===== src/hw/rtl/mad_pkg.sv =====
// ----------------------------------------------------------------------------
// mad_pkg
// Shared types and constants of the motion adaptive deinterlacer pixel block.
// ----------------------------------------------------------------------------
package mad_pkg;

    localparam int SAMPLE_BITS = 16;

    // filter coefficients, all fractions of 2**FSHIFT
    localparam int COEF_W = 13;
    localparam logic [COEF_W-1:0] LF0 = 13'd4309;
    localparam logic [COEF_W-1:0] LF1 = 13'd213;
    localparam logic [COEF_W-1:0] HF0 = 13'd5570;
    localparam logic [COEF_W-1:0] HF1 = 13'd3801;
    localparam logic [COEF_W-1:0] HF2 = 13'd1016;
    localparam logic [COEF_W-1:0] SP0 = 13'd5077;
    localparam logic [COEF_W-1:0] SP1 = 13'd981;
    localparam int FSHIFT = 13;

    // datapath widths
    localparam int SW     = SAMPLE_BITS;
    localparam int SUM_W  = SW + 1;
    localparam int SUM2_W = SW + 2;
    localparam int DIF_W  = SW + 3;
    localparam int PROD_W = SUM2_W + COEF_W;
    localparam int ACC_W  = PROD_W + 2;
    localparam int CLP_W  = (DIF_W > 17) ? DIF_W : 17;

    // configuration register indexes
    localparam int CFG_IDX_W = 2;
    localparam logic [CFG_IDX_W-1:0] REG_OUT_CEILING   = 2'd0;
    localparam logic [CFG_IDX_W-1:0] REG_PARITY        = 2'd1;
    localparam logic [CFG_IDX_W-1:0] REG_SPATIAL_CHECK = 2'd2;

    // kind codes
    localparam logic [1:0] KIND_INTRA = 2'd0;
    localparam logic [1:0] KIND_LINE  = 2'd1;
    localparam logic [1:0] KIND_EDGE  = 2'd2;

    // frame slots inside a packed row word
    localparam logic [1:0] FRAME_PREV = 2'd0;
    localparam logic [1:0] FRAME_CUR  = 2'd1;
    localparam logic [1:0] FRAME_NEXT = 2'd2;

    typedef struct packed {
        logic [15:0] out_ceiling;
        logic        parity;
        logic        spatial_check;
    } mad_cfg_t;

    typedef struct packed {
        logic [1:0]  kind;
        logic [47:0] row_minus4;
        logic [47:0] row_minus2;
        logic [47:0] row_center;
        logic [47:0] row_plus2;
        logic [47:0] row_plus4;
        logic [47:0] row_minus1;
        logic [47:0] row_plus1;
        logic [31:0] row_three_away;
        logic        end_of_line;
    } mad_in_t;

    typedef struct packed {
        logic [15:0] pixel_out;
        logic        line_done;
    } mad_out_t;

endpackage


===== src/hw/rtl/motion_adaptive_deinterlace_pixel.sv =====
// ----------------------------------------------------------------------------
// motion_adaptive_deinterlace_pixel
// Three-field motion adaptive interpolation of one missing-line pixel.
//
// Input beats carry a vertical window of previous/current/next frame samples
// on in_data, qualified by in_valid; the block holds in_stall high when it
// cannot take a beat. Results leave on out_data with out_valid; the receiver
// holds out_stall high to keep a result in place.
// Five register stages: unpack and absolute differences, motion measure and
// constant multiplies, bound search and filter sums, final shifts and mode
// select, bound and clip into the output register. One pixel is taken every
// cycle in which in_stall is low.
// A stall at the output freezes the stages holding data; empty stages keep
// filling, so in_stall rises only when the whole pipe is full.
// Reset empties the pipe and sets out_ceiling 255, parity 0, spatial_check 1.
// Configuration writes through cfg_write/cfg_index/cfg_data take effect at
// the next edge and are meant for an idle block.
// ----------------------------------------------------------------------------
module motion_adaptive_deinterlace_pixel
    import mad_pkg::*;
(
    input  logic                 clk,
    input  logic                 rst_n,
    input  logic                 in_valid,
    output logic                 in_stall,
    input  mad_in_t              in_data,
    output logic                 out_valid,
    input  logic                 out_stall,
    output mad_out_t             out_data,
    input  logic                 cfg_write,
    input  logic [CFG_IDX_W-1:0] cfg_index,
    input  logic [15:0]          cfg_data
);

    function automatic logic [SW-1:0] pick(input logic [47:0] row, input logic [1:0] fr);
        logic [15:0] s;
        case (fr)
            FRAME_PREV: s = row[15:0];
            FRAME_CUR:  s = row[31:16];
            FRAME_NEXT: s = row[47:32];
            default:    s = row[47:32];
        endcase
        return s[SW-1:0];
    endfunction

    function automatic logic [SW-1:0] absdiff(input logic [SW-1:0] a, input logic [SW-1:0] b);
        return (a > b) ? (a - b) : (b - a);
    endfunction

    function automatic logic signed [DIF_W-1:0] smax(input logic signed [DIF_W-1:0] a,
                                                     input logic signed [DIF_W-1:0] b);
        return (a > b) ? a : b;
    endfunction

    function automatic logic signed [DIF_W-1:0] smin(input logic signed [DIF_W-1:0] a,
                                                     input logic signed [DIF_W-1:0] b);
        return (a < b) ? a : b;
    endfunction

    mad_cfg_t cfg;

    mad_cfg_regs u_cfg (
        .clk       (clk),
        .rst_n     (rst_n),
        .cfg_write (cfg_write),
        .cfg_index (cfg_index),
        .cfg_data  (cfg_data),
        .cfg       (cfg)
    );

    // ------------------------------------------------------------------ control
    logic v1_reg, v2_reg, v3_reg, v4_reg, v5_reg;
    logic en1, en2, en3, en4, en5;

    assign en5 = !v5_reg || !out_stall;
    assign en4 = !v4_reg || en5;
    assign en3 = !v3_reg || en4;
    assign en2 = !v2_reg || en3;
    assign en1 = !v1_reg || en2;
    assign in_stall = !en1;

    always_ff @(posedge clk or negedge rst_n)
    begin
        if (!rst_n)
        begin
            v1_reg <= 1'b0;
            v2_reg <= 1'b0;
            v3_reg <= 1'b0;
            v4_reg <= 1'b0;
            v5_reg <= 1'b0;
        end
        else
        begin
            if (en1) v1_reg <= in_valid;
            if (en2) v2_reg <= v1_reg;
            if (en3) v3_reg <= v2_reg;
            if (en4) v4_reg <= v3_reg;
            if (en5) v5_reg <= v4_reg;
        end
    end

    // ------------------------------------------------------------------ stage 1
    logic [1:0]      fp, fn;
    logic [SW-1:0]   c_next, e_next, p0_next, n0_next;
    logic [SUM_W-1:0] t3_next, m2_next, p2_next, m4_next, p4_next, pn_next, ce_next;
    logic [SUM2_W-1:0] mp2_next, mp4_next;
    logic [SW-1:0]   d_next, td0_next, td1_next, td2_next, cead_next;
    logic [SUM_W-1:0] a1_sum, a2_sum;

    always_comb
    begin
        fp       = cfg.parity ? FRAME_PREV : FRAME_CUR;
        fn       = cfg.parity ? FRAME_CUR : FRAME_NEXT;
        c_next   = pick(in_data.row_minus1, FRAME_CUR);
        e_next   = pick(in_data.row_plus1, FRAME_CUR);
        p0_next  = pick(in_data.row_center, fp);
        n0_next  = pick(in_data.row_center, fn);
        t3_next  = SUM_W'(in_data.row_three_away[SW-1:0])
                 + SUM_W'(in_data.row_three_away[16 +: SW]);
        m2_next  = SUM_W'(pick(in_data.row_minus2, fp)) + SUM_W'(pick(in_data.row_minus2, fn));
        p2_next  = SUM_W'(pick(in_data.row_plus2, fp)) + SUM_W'(pick(in_data.row_plus2, fn));
        m4_next  = SUM_W'(pick(in_data.row_minus4, fp)) + SUM_W'(pick(in_data.row_minus4, fn));
        p4_next  = SUM_W'(pick(in_data.row_plus4, fp)) + SUM_W'(pick(in_data.row_plus4, fn));
        mp2_next = SUM2_W'(m2_next) + SUM2_W'(p2_next);
        mp4_next = SUM2_W'(m4_next) + SUM2_W'(p4_next);
        pn_next  = SUM_W'(p0_next) + SUM_W'(n0_next);
        ce_next  = SUM_W'(c_next) + SUM_W'(e_next);
        d_next   = pn_next[SUM_W-1:1];
        td0_next = absdiff(p0_next, n0_next);
        a1_sum   = SUM_W'(absdiff(pick(in_data.row_minus1, FRAME_PREV), c_next))
                 + SUM_W'(absdiff(pick(in_data.row_plus1, FRAME_PREV), e_next));
        a2_sum   = SUM_W'(absdiff(pick(in_data.row_minus1, FRAME_NEXT), c_next))
                 + SUM_W'(absdiff(pick(in_data.row_plus1, FRAME_NEXT), e_next));
        td1_next = a1_sum[SUM_W-1:1];
        td2_next = a2_sum[SUM_W-1:1];
        cead_next = absdiff(c_next, e_next);
    end

    logic [SW-1:0]     s1_c_reg, s1_e_reg, s1_d_reg, s1_td0_reg, s1_td1_reg, s1_td2_reg;
    logic [SW-1:0]     s1_cead_reg;
    logic [SUM_W-1:0]  s1_t3_reg, s1_m2_reg, s1_p2_reg, s1_pn_reg, s1_ce_reg;
    logic [SUM2_W-1:0] s1_mp2_reg, s1_mp4_reg;
    logic              s1_intra_reg, s1_line_reg, s1_eol_reg;

    always_ff @(posedge clk)
    begin
        if (en1)
        begin
            s1_c_reg     <= c_next;
            s1_e_reg     <= e_next;
            s1_d_reg     <= d_next;
            s1_td0_reg   <= td0_next;
            s1_td1_reg   <= td1_next;
            s1_td2_reg   <= td2_next;
            s1_cead_reg  <= cead_next;
            s1_t3_reg    <= t3_next;
            s1_m2_reg    <= m2_next;
            s1_p2_reg    <= p2_next;
            s1_pn_reg    <= pn_next;
            s1_ce_reg    <= ce_next;
            s1_mp2_reg   <= mp2_next;
            s1_mp4_reg   <= mp4_next;
            s1_intra_reg <= (in_data.kind == KIND_INTRA);
            s1_line_reg  <= (in_data.kind == KIND_LINE);
            s1_eol_reg   <= in_data.end_of_line;
        end
    end

    // ------------------------------------------------------------------ stage 2
    logic [SW-1:0]           diff_next;
    logic signed [DIF_W-1:0] b_next, f_next, dc_next, de_next;
    logic [PROD_W-1:0]       sp0_next, sp1_next, hf0_next, hf1_next, hf2_next;
    logic [PROD_W-1:0]       lf0_next, lf1_next;

    always_comb
    begin
        diff_next = s1_td0_reg >> 1;
        if (s1_td1_reg > diff_next) diff_next = s1_td1_reg;
        if (s1_td2_reg > diff_next) diff_next = s1_td2_reg;
        b_next  = $signed(DIF_W'(s1_m2_reg >> 1)) - $signed(DIF_W'(s1_c_reg));
        f_next  = $signed(DIF_W'(s1_p2_reg >> 1)) - $signed(DIF_W'(s1_e_reg));
        dc_next = $signed(DIF_W'(s1_d_reg)) - $signed(DIF_W'(s1_c_reg));
        de_next = $signed(DIF_W'(s1_d_reg)) - $signed(DIF_W'(s1_e_reg));
        sp0_next = PROD_W'(s1_ce_reg) * PROD_W'(SP0);
        sp1_next = PROD_W'(s1_t3_reg) * PROD_W'(SP1);
        hf0_next = PROD_W'(s1_pn_reg) * PROD_W'(HF0);
        hf1_next = PROD_W'(s1_mp2_reg) * PROD_W'(HF1);
        hf2_next = PROD_W'(s1_mp4_reg) * PROD_W'(HF2);
        lf0_next = PROD_W'(s1_ce_reg) * PROD_W'(LF0);
        lf1_next = PROD_W'(s1_t3_reg) * PROD_W'(LF1);
    end

    logic [SW-1:0]           s2_diff_reg, s2_d_reg, s2_half_reg;
    logic                    s2_zero_reg, s2_cegt_reg;
    logic signed [DIF_W-1:0] s2_b_reg, s2_f_reg, s2_dc_reg, s2_de_reg;
    logic [PROD_W-1:0]       s2_sp0_reg, s2_sp1_reg, s2_hf0_reg, s2_hf1_reg, s2_hf2_reg;
    logic [PROD_W-1:0]       s2_lf0_reg, s2_lf1_reg;
    logic                    s2_intra_reg, s2_line_reg, s2_eol_reg;

    always_ff @(posedge clk)
    begin
        if (en2)
        begin
            s2_diff_reg  <= diff_next;
            s2_zero_reg  <= (diff_next == '0);
            s2_cegt_reg  <= (s1_cead_reg > s1_td0_reg);
            s2_d_reg     <= s1_d_reg;
            s2_half_reg  <= s1_ce_reg[SUM_W-1:1];
            s2_b_reg     <= b_next;
            s2_f_reg     <= f_next;
            s2_dc_reg    <= dc_next;
            s2_de_reg    <= de_next;
            s2_sp0_reg   <= sp0_next;
            s2_sp1_reg   <= sp1_next;
            s2_hf0_reg   <= hf0_next;
            s2_hf1_reg   <= hf1_next;
            s2_hf2_reg   <= hf2_next;
            s2_lf0_reg   <= lf0_next;
            s2_lf1_reg   <= lf1_next;
            s2_intra_reg <= s1_intra_reg;
            s2_line_reg  <= s1_line_reg;
            s2_eol_reg   <= s1_eol_reg;
        end
    end

    // ------------------------------------------------------------------ stage 3
    logic signed [DIF_W-1:0] mx, mn, diff3_next;
    logic signed [ACC_W-1:0] sp_next, hf_next;

    always_comb
    begin
        mx = smax(smax(s2_de_reg, s2_dc_reg), smin(s2_b_reg, s2_f_reg));
        mn = smin(smin(s2_de_reg, s2_dc_reg), smax(s2_b_reg, s2_f_reg));
        diff3_next = $signed(DIF_W'(s2_diff_reg));
        if (s2_line_reg || cfg.spatial_check)
            diff3_next = smax(smax(diff3_next, mn), -mx);
        sp_next = $signed(ACC_W'(s2_sp0_reg)) - $signed(ACC_W'(s2_sp1_reg));
        hf_next = $signed(ACC_W'(s2_hf0_reg)) - $signed(ACC_W'(s2_hf1_reg))
                + $signed(ACC_W'(s2_hf2_reg));
    end

    logic signed [DIF_W-1:0] s3_diff_reg;
    logic signed [ACC_W-1:0] s3_sp_reg, s3_hf_reg;
    logic [PROD_W-1:0]       s3_lf0_reg, s3_lf1_reg;
    logic [SW-1:0]           s3_d_reg, s3_half_reg;
    logic                    s3_zero_reg, s3_cegt_reg, s3_intra_reg, s3_line_reg, s3_eol_reg;

    always_ff @(posedge clk)
    begin
        if (en3)
        begin
            s3_diff_reg  <= diff3_next;
            s3_sp_reg    <= sp_next;
            s3_hf_reg    <= hf_next;
            s3_lf0_reg   <= s2_lf0_reg;
            s3_lf1_reg   <= s2_lf1_reg;
            s3_d_reg     <= s2_d_reg;
            s3_half_reg  <= s2_half_reg;
            s3_zero_reg  <= s2_zero_reg;
            s3_cegt_reg  <= s2_cegt_reg;
            s3_intra_reg <= s2_intra_reg;
            s3_line_reg  <= s2_line_reg;
            s3_eol_reg   <= s2_eol_reg;
        end
    end

    // ------------------------------------------------------------------ stage 4
    logic signed [ACC_W-1:0] lf_sum;
    logic signed [ACC_W-1:0] sp_shift, lf_shift;
    logic signed [DIF_W-1:0] sp_i, line_i, interp_next, upper_next, lower_next, d_s;

    always_comb
    begin
        lf_sum   = (s3_hf_reg >>> 2) + $signed(ACC_W'(s3_lf0_reg)) - $signed(ACC_W'(s3_lf1_reg));
        sp_shift = s3_sp_reg >>> FSHIFT;
        lf_shift = lf_sum >>> FSHIFT;
        sp_i     = sp_shift[DIF_W-1:0];
        line_i   = lf_shift[DIF_W-1:0];
        if (s3_intra_reg)
            interp_next = sp_i;
        else if (s3_line_reg)
            interp_next = s3_cegt_reg ? line_i : sp_i;
        else
            interp_next = $signed(DIF_W'(s3_half_reg));
        d_s        = $signed(DIF_W'(s3_d_reg));
        upper_next = d_s + s3_diff_reg;
        lower_next = d_s - s3_diff_reg;
    end

    logic signed [DIF_W-1:0] s4_interp_reg, s4_upper_reg, s4_lower_reg;
    logic [SW-1:0]           s4_d_reg;
    logic                    s4_zero_reg, s4_intra_reg, s4_eol_reg;

    always_ff @(posedge clk)
    begin
        if (en4)
        begin
            s4_interp_reg <= interp_next;
            s4_upper_reg  <= upper_next;
            s4_lower_reg  <= lower_next;
            s4_d_reg      <= s3_d_reg;
            s4_zero_reg   <= s3_zero_reg;
            s4_intra_reg  <= s3_intra_reg;
            s4_eol_reg    <= s3_eol_reg;
        end
    end

    // ------------------------------------------------------------------ stage 5
    logic signed [DIF_W-1:0] bounded;
    logic signed [CLP_W-1:0] wide, cmax;
    logic [15:0]             pix_next;
    logic                    raw_next;

    always_comb
    begin
        if (s4_intra_reg)
            bounded = s4_interp_reg;
        else if (s4_interp_reg > s4_upper_reg)
            bounded = s4_upper_reg;
        else if (s4_interp_reg < s4_lower_reg)
            bounded = s4_lower_reg;
        else
            bounded = s4_interp_reg;
        wide = CLP_W'(bounded);
        cmax = $signed(CLP_W'(cfg.out_ceiling));
        // no motion passes the temporal average straight through, unclipped
        raw_next = !s4_intra_reg && s4_zero_reg;
        if (raw_next)
            pix_next = 16'(s4_d_reg);
        else if (wide < 0)
            pix_next = '0;
        else if (wide > cmax)
            pix_next = cfg.out_ceiling;
        else
            pix_next = wide[15:0];
    end

    mad_out_t out_reg;
    logic     o_raw_reg;

    always_ff @(posedge clk)
    begin
        if (en5)
        begin
            out_reg.pixel_out <= pix_next;
            out_reg.line_done <= s4_eol_reg;
            o_raw_reg         <= raw_next;
        end
    end

    assign out_valid = v5_reg;
    assign out_data  = out_reg;

`ifndef SYNTH
    // back-pressure only originates from a stalled, full pipe
    a_stall_full: assert property (@(posedge clk) disable iff (!rst_n)
        in_stall |-> (v1_reg && v2_reg && v3_reg && v4_reg && out_valid && out_stall))
        else $error("input stalled while pipe has a hole or output moves");

    // clipped results never exceed the limit
    a_clip_limit: assert property (@(posedge clk) disable iff (!rst_n)
        (out_valid && !o_raw_reg) |-> (out_data.pixel_out <= cfg.out_ceiling))
        else $error("clipped pixel above out_ceiling");

    // a frozen stage four keeps its beat and its data
    a_s4_hold: assert property (@(posedge clk) disable iff (!rst_n)
        (v4_reg && out_valid && out_stall) |=> (v4_reg && $stable(s4_interp_reg)))
        else $error("stage four lost or changed a beat under stall");
`endif

endmodule


===== src/hw/rtl/mad_cfg_regs.sv =====
// ----------------------------------------------------------------------------
// mad_cfg_regs
// Configuration register bank: clip limit, field parity, spatial check.
// ----------------------------------------------------------------------------
module mad_cfg_regs
    import mad_pkg::*;
(
    input  logic                 clk,
    input  logic                 rst_n,
    input  logic                 cfg_write,
    input  logic [CFG_IDX_W-1:0] cfg_index,
    input  logic [15:0]          cfg_data,
    output mad_cfg_t             cfg
);

    mad_cfg_t cfg_reg;
    mad_cfg_t cfg_next;

    always_comb
    begin
        cfg_next = cfg_reg;
        if (cfg_write)
        begin
            case (cfg_index)
                REG_OUT_CEILING:   cfg_next.out_ceiling   = cfg_data;
                REG_PARITY:        cfg_next.parity        = cfg_data[0];
                REG_SPATIAL_CHECK: cfg_next.spatial_check = cfg_data[0];
                default:           cfg_next = cfg_reg;
            endcase
        end
    end

    always_ff @(posedge clk or negedge rst_n)
    begin
        if (!rst_n)
        begin
            cfg_reg.out_ceiling   <= 16'd255;
            cfg_reg.parity        <= 1'b0;
            cfg_reg.spatial_check <= 1'b1;
        end
        else
        begin
            cfg_reg <= cfg_next;
        end
    end

    assign cfg = cfg_reg;

endmodule


===== config.mk =====
export PLATFORM = sky130hd
export DESIGN_NAME = motion_adaptive_deinterlace_pixel
export DESIGN_NICKNAME = d
export VERILOG_FILES = /design/src/hw/rtl/mad_pkg.sv /design/src/hw/rtl/motion_adaptive_deinterlace_pixel.sv /design/src/hw/rtl/mad_cfg_regs.sv
export SDC_FILE = /design/constraint.sdc
export NUM_CORES = 2
export LEC_CHECK = 0
export ABC_AREA = 1
export BUFFER_PORTS_ARGS = -buffer_cell sky130_fd_sc_hd__buf_2
export CORE_ASPECT_RATIO = 0.8
export CORE_MARGIN = 2
export CORE_UTILIZATION = 33
export CTS_CLUSTER_DIAMETER = 200
export DETAILED_ROUTE_END_ITERATION = 7
export MAX_ROUTING_LAYER = met4
export PLACE_DENSITY_LB_ADDON = 0.12
export SETUP_SLACK_MARGIN = 0.4
export SKIP_LAST_GASP = 1
export SLEW_MARGIN = 10
export SYNTH_ARGS = -nofsm -noshare
export SYNTH_HDL_FRONTEND = slang
export SYNTH_SLANG_ARGS = --single-unit

===== constraint.sdc =====
create_clock -name clk -period 17.8 [get_ports clk]
set_input_delay 2.67 -clock clk [delete_from_list [all_inputs] [get_ports clk]]
set_output_delay 2.67 -clock clk [all_outputs]
set_load 0.01 [all_outputs]

==> run summary <==
Status - complete, no violations
Most frequent cell after synthesis - inv_1
Top Ports - 413
Core area - 243000 um^2
Routability congestion estimate - 0.922
Avg Inst Size Synth - 9.05 um^2
Peak Freq - 0.0851 GHz
CTS Buf Count - 94
Worst clock skew - 0.0438 ns
Crit Path Max Fanout - 32
Startpoint types - flop
Slew @ Worst Pin - 1.35 ns
Final slew viol count - 0
Gate Count Post-Synth - 8907
Register area - 23600 um^2
Synthesis warning total - 0
Asr flop ratio synth - 2.92%
Top FF cell, synth - edfxtp_1
Routed WL - 269000 um
GR Util All Layers - 22.2%
Die width - 557 um
CTS tree - yes
Critical Path Most Common Cell - nand2_1
Post-CTS Setup Bufs - 0
Latest clock arrival within the worst-skew pair - 0.74 ns
Post-CTS Hold Buffers - 0
Total Neg Setup Slack - 0 ns
Worst slew margin - 9.01%
Top cells by count, synth - inv_1 (1785), ha_1 (1265), nand2_1 (1261)
Die area - 248000 um^2
Count of input and output buffers - 412
Final Cycle Share - 66.0%
Synth Cell Area - 80600 um^2
Endpoints failing hold - 0
DR WL/cell - 21.4 um
Htree depth - 3
CTS Root Cell - clkbuf_16
Worst path max stage delay - 0.81 ns
Layout area overhead - 11.1%
Via count - 61400
Filler Cell Count - 24900
Clock Path Buffers - 3
Clock transition at path regs - 0.07 ns
Slowest CP cell - o21ai_0
Seq cells post-synth - 788
Fin nets - 11500
PostCTS Resize Cnt - 0
First-pass GRT wire length - 396000 um
Critical path endpoint category - flop
Yosys top cell by area - edfxtp_1
Min Hold Slack - 0.412 ns
Rows - 162
Initial antenna violation count - 12
Post-Syn Nets - 11100
Area fraction of the dominant cell type after synthesis - 28.5%
Setup CP Type - reg -> reg
Drt first pass iters - 6
Starting Density - 33.1%
Hold Path Class - reg -> reg
Vias/cell - 4.88
Vias in the first global route - 60900
Number of remaining DRC errors - 0
HPWL Detailed - 228000 um
Final setup violation count - 0
Min cycle time layout - 11.75 ns
Max_cap viols - 0
Grt ovf - 0
Pin count of the biggest net entering global routing - 232
Netlist cell types - 69
Arrival time worst endpoint - 12.20 ns
Multi-input logic area - 49800 um^2
Unrepaired setup endpoints after global routing - false
Required @ worst endpoint - 18.25 ns
DRT antenna net count - 0
Post-synth EDFFs - 765
Initial drt markers - 4052
Layout cells sized above 1 - 7.18%
Register area share after synthesis - 29.2%
Area contributors post-synth - edfxtp_1 (29%), ha_1 (20%), fa_1 (13%)
Clock sinks - 788
Die Span Y - 446 um
## placed cells by master, fill, tap and decap left out, types with 12 or more instances in the layout
master,Yosys,routed
ha_1,1265,1265
o221ai_1,22,22
clkbuf_1,99,14
bufinv_16,0,12
nor2_1,365,364
buf_4,1,26
o21ai_1,33,33
clkbuf_16,0,96
edfxtp_1,765,765
nand4_1,43,43
xor2_1,419,419
o21bai_1,53,53
o21a_1,23,23
o22ai_1,16,16
o21ai_0,487,486
a31oi_1,30,30
xnor2_1,128,128
nor3_1,50,50
dfrtp_1,14,13
nor4_1,21,21
o211ai_1,27,27
nand2_1,1261,1261
a21o_1,39,39
fa_1,523,523
buf_2,13,412
inv_1,1785,1781
o21ai_2,25,26
mux2i_1,27,27
a21boi_0,21,21
a211oi_1,30,30
clkinv_1,3,24
nand3_1,316,316
a21oi_1,839,839
## path summary, 6_finish.rpt
check | startpoint | endpoint | slack (ns) | depth (start not counted)
setup / recovery | s2_b_reg[14] | s3_diff_reg[18] | 6.05 | 50
hold / removal | s3_eol_reg | s4_eol_reg | 0.41 | 0
hold reg to reg | s3_eol_reg | s4_eol_reg | 0.41 | 0
min in group asynchronous | rst_n | u_cfg.cfg[15] | 1.93 | 1
max in group asynchronous | rst_n | u_cfg.cfg[1] | 15.46 | 1
setup reg to reg | s2_b_reg[14] | s3_diff_reg[18] | 6.05 | 50
## worst max-delay path: cells and delay by family (launching register included)
kind / cells / cell delay (ns)
DFF: 1 / 0.42
and+or+nand+nor: 20 / 3.76
AOI/OAI and AO/OA: 22 / 4.32
adders and majority gates: 5 / 2.04
buffers and inverters: 3 / 0.91
## layout make-up
type	count	area share, %
Antenna cell	4	0.0112
Clock buffer	110	2.74
Clock inverter	63	0.770
Inverter	1793	7.53
Multi-Input combinational cell	6197	55.6
Sequential cell	788	26.3
Tap cell	3198	4.47
Timing Repair Buffer	441	2.59
## through the flow
stage | instances | area (um^2) | setup slack [ns] | utilization, %
3_5_place_dp | 12400 | 86400 | 5.93 | 35.5
4_1_cts | 12600 | 89600 | 5.89 | 36.8
3_3_place_gp | 12400 | 86400 | 5.74 | 35.5
2_1_floorplan | 8907 | 80600 | 1.06 | -
6_report | 12600 | 89600 | 6.05 | 36.8
5_1_grt | 12600 | 89600 | 4.60 | 36.8
## layer usage
metal	share of wire [%]	track usage (%)	vias up	wire (um)
met3	4.1	2.16	192	11000
met2	43	33.1	1483	115000
met1	51	32.8	29400	138000
li1	-	-	30300	-
met4	1.7	3.75	0	4530
met5	0	-	-	0
## kinds of logic (layout without fill, tap and decap cells)
kind of cell	count (synthesis)	after routing	share of synthesized area, %
AND/OR/NAND/NOR	2113	2113	10.9
XOR/XNOR	547	547	5.94
flip-flops	788	788	29.2
adder cells (fa/ha/maj)	1788	1788	32.6
multiplexers	28	28	0.349
AO/OA/AOI/OAI	1721	1721	12.0
other	0	4	0
buffers and inverters	1922	2407	9.02
Power is not shown: default switching activity piles up to over one toggle a cycle in this logic, so the estimate is an artifact.
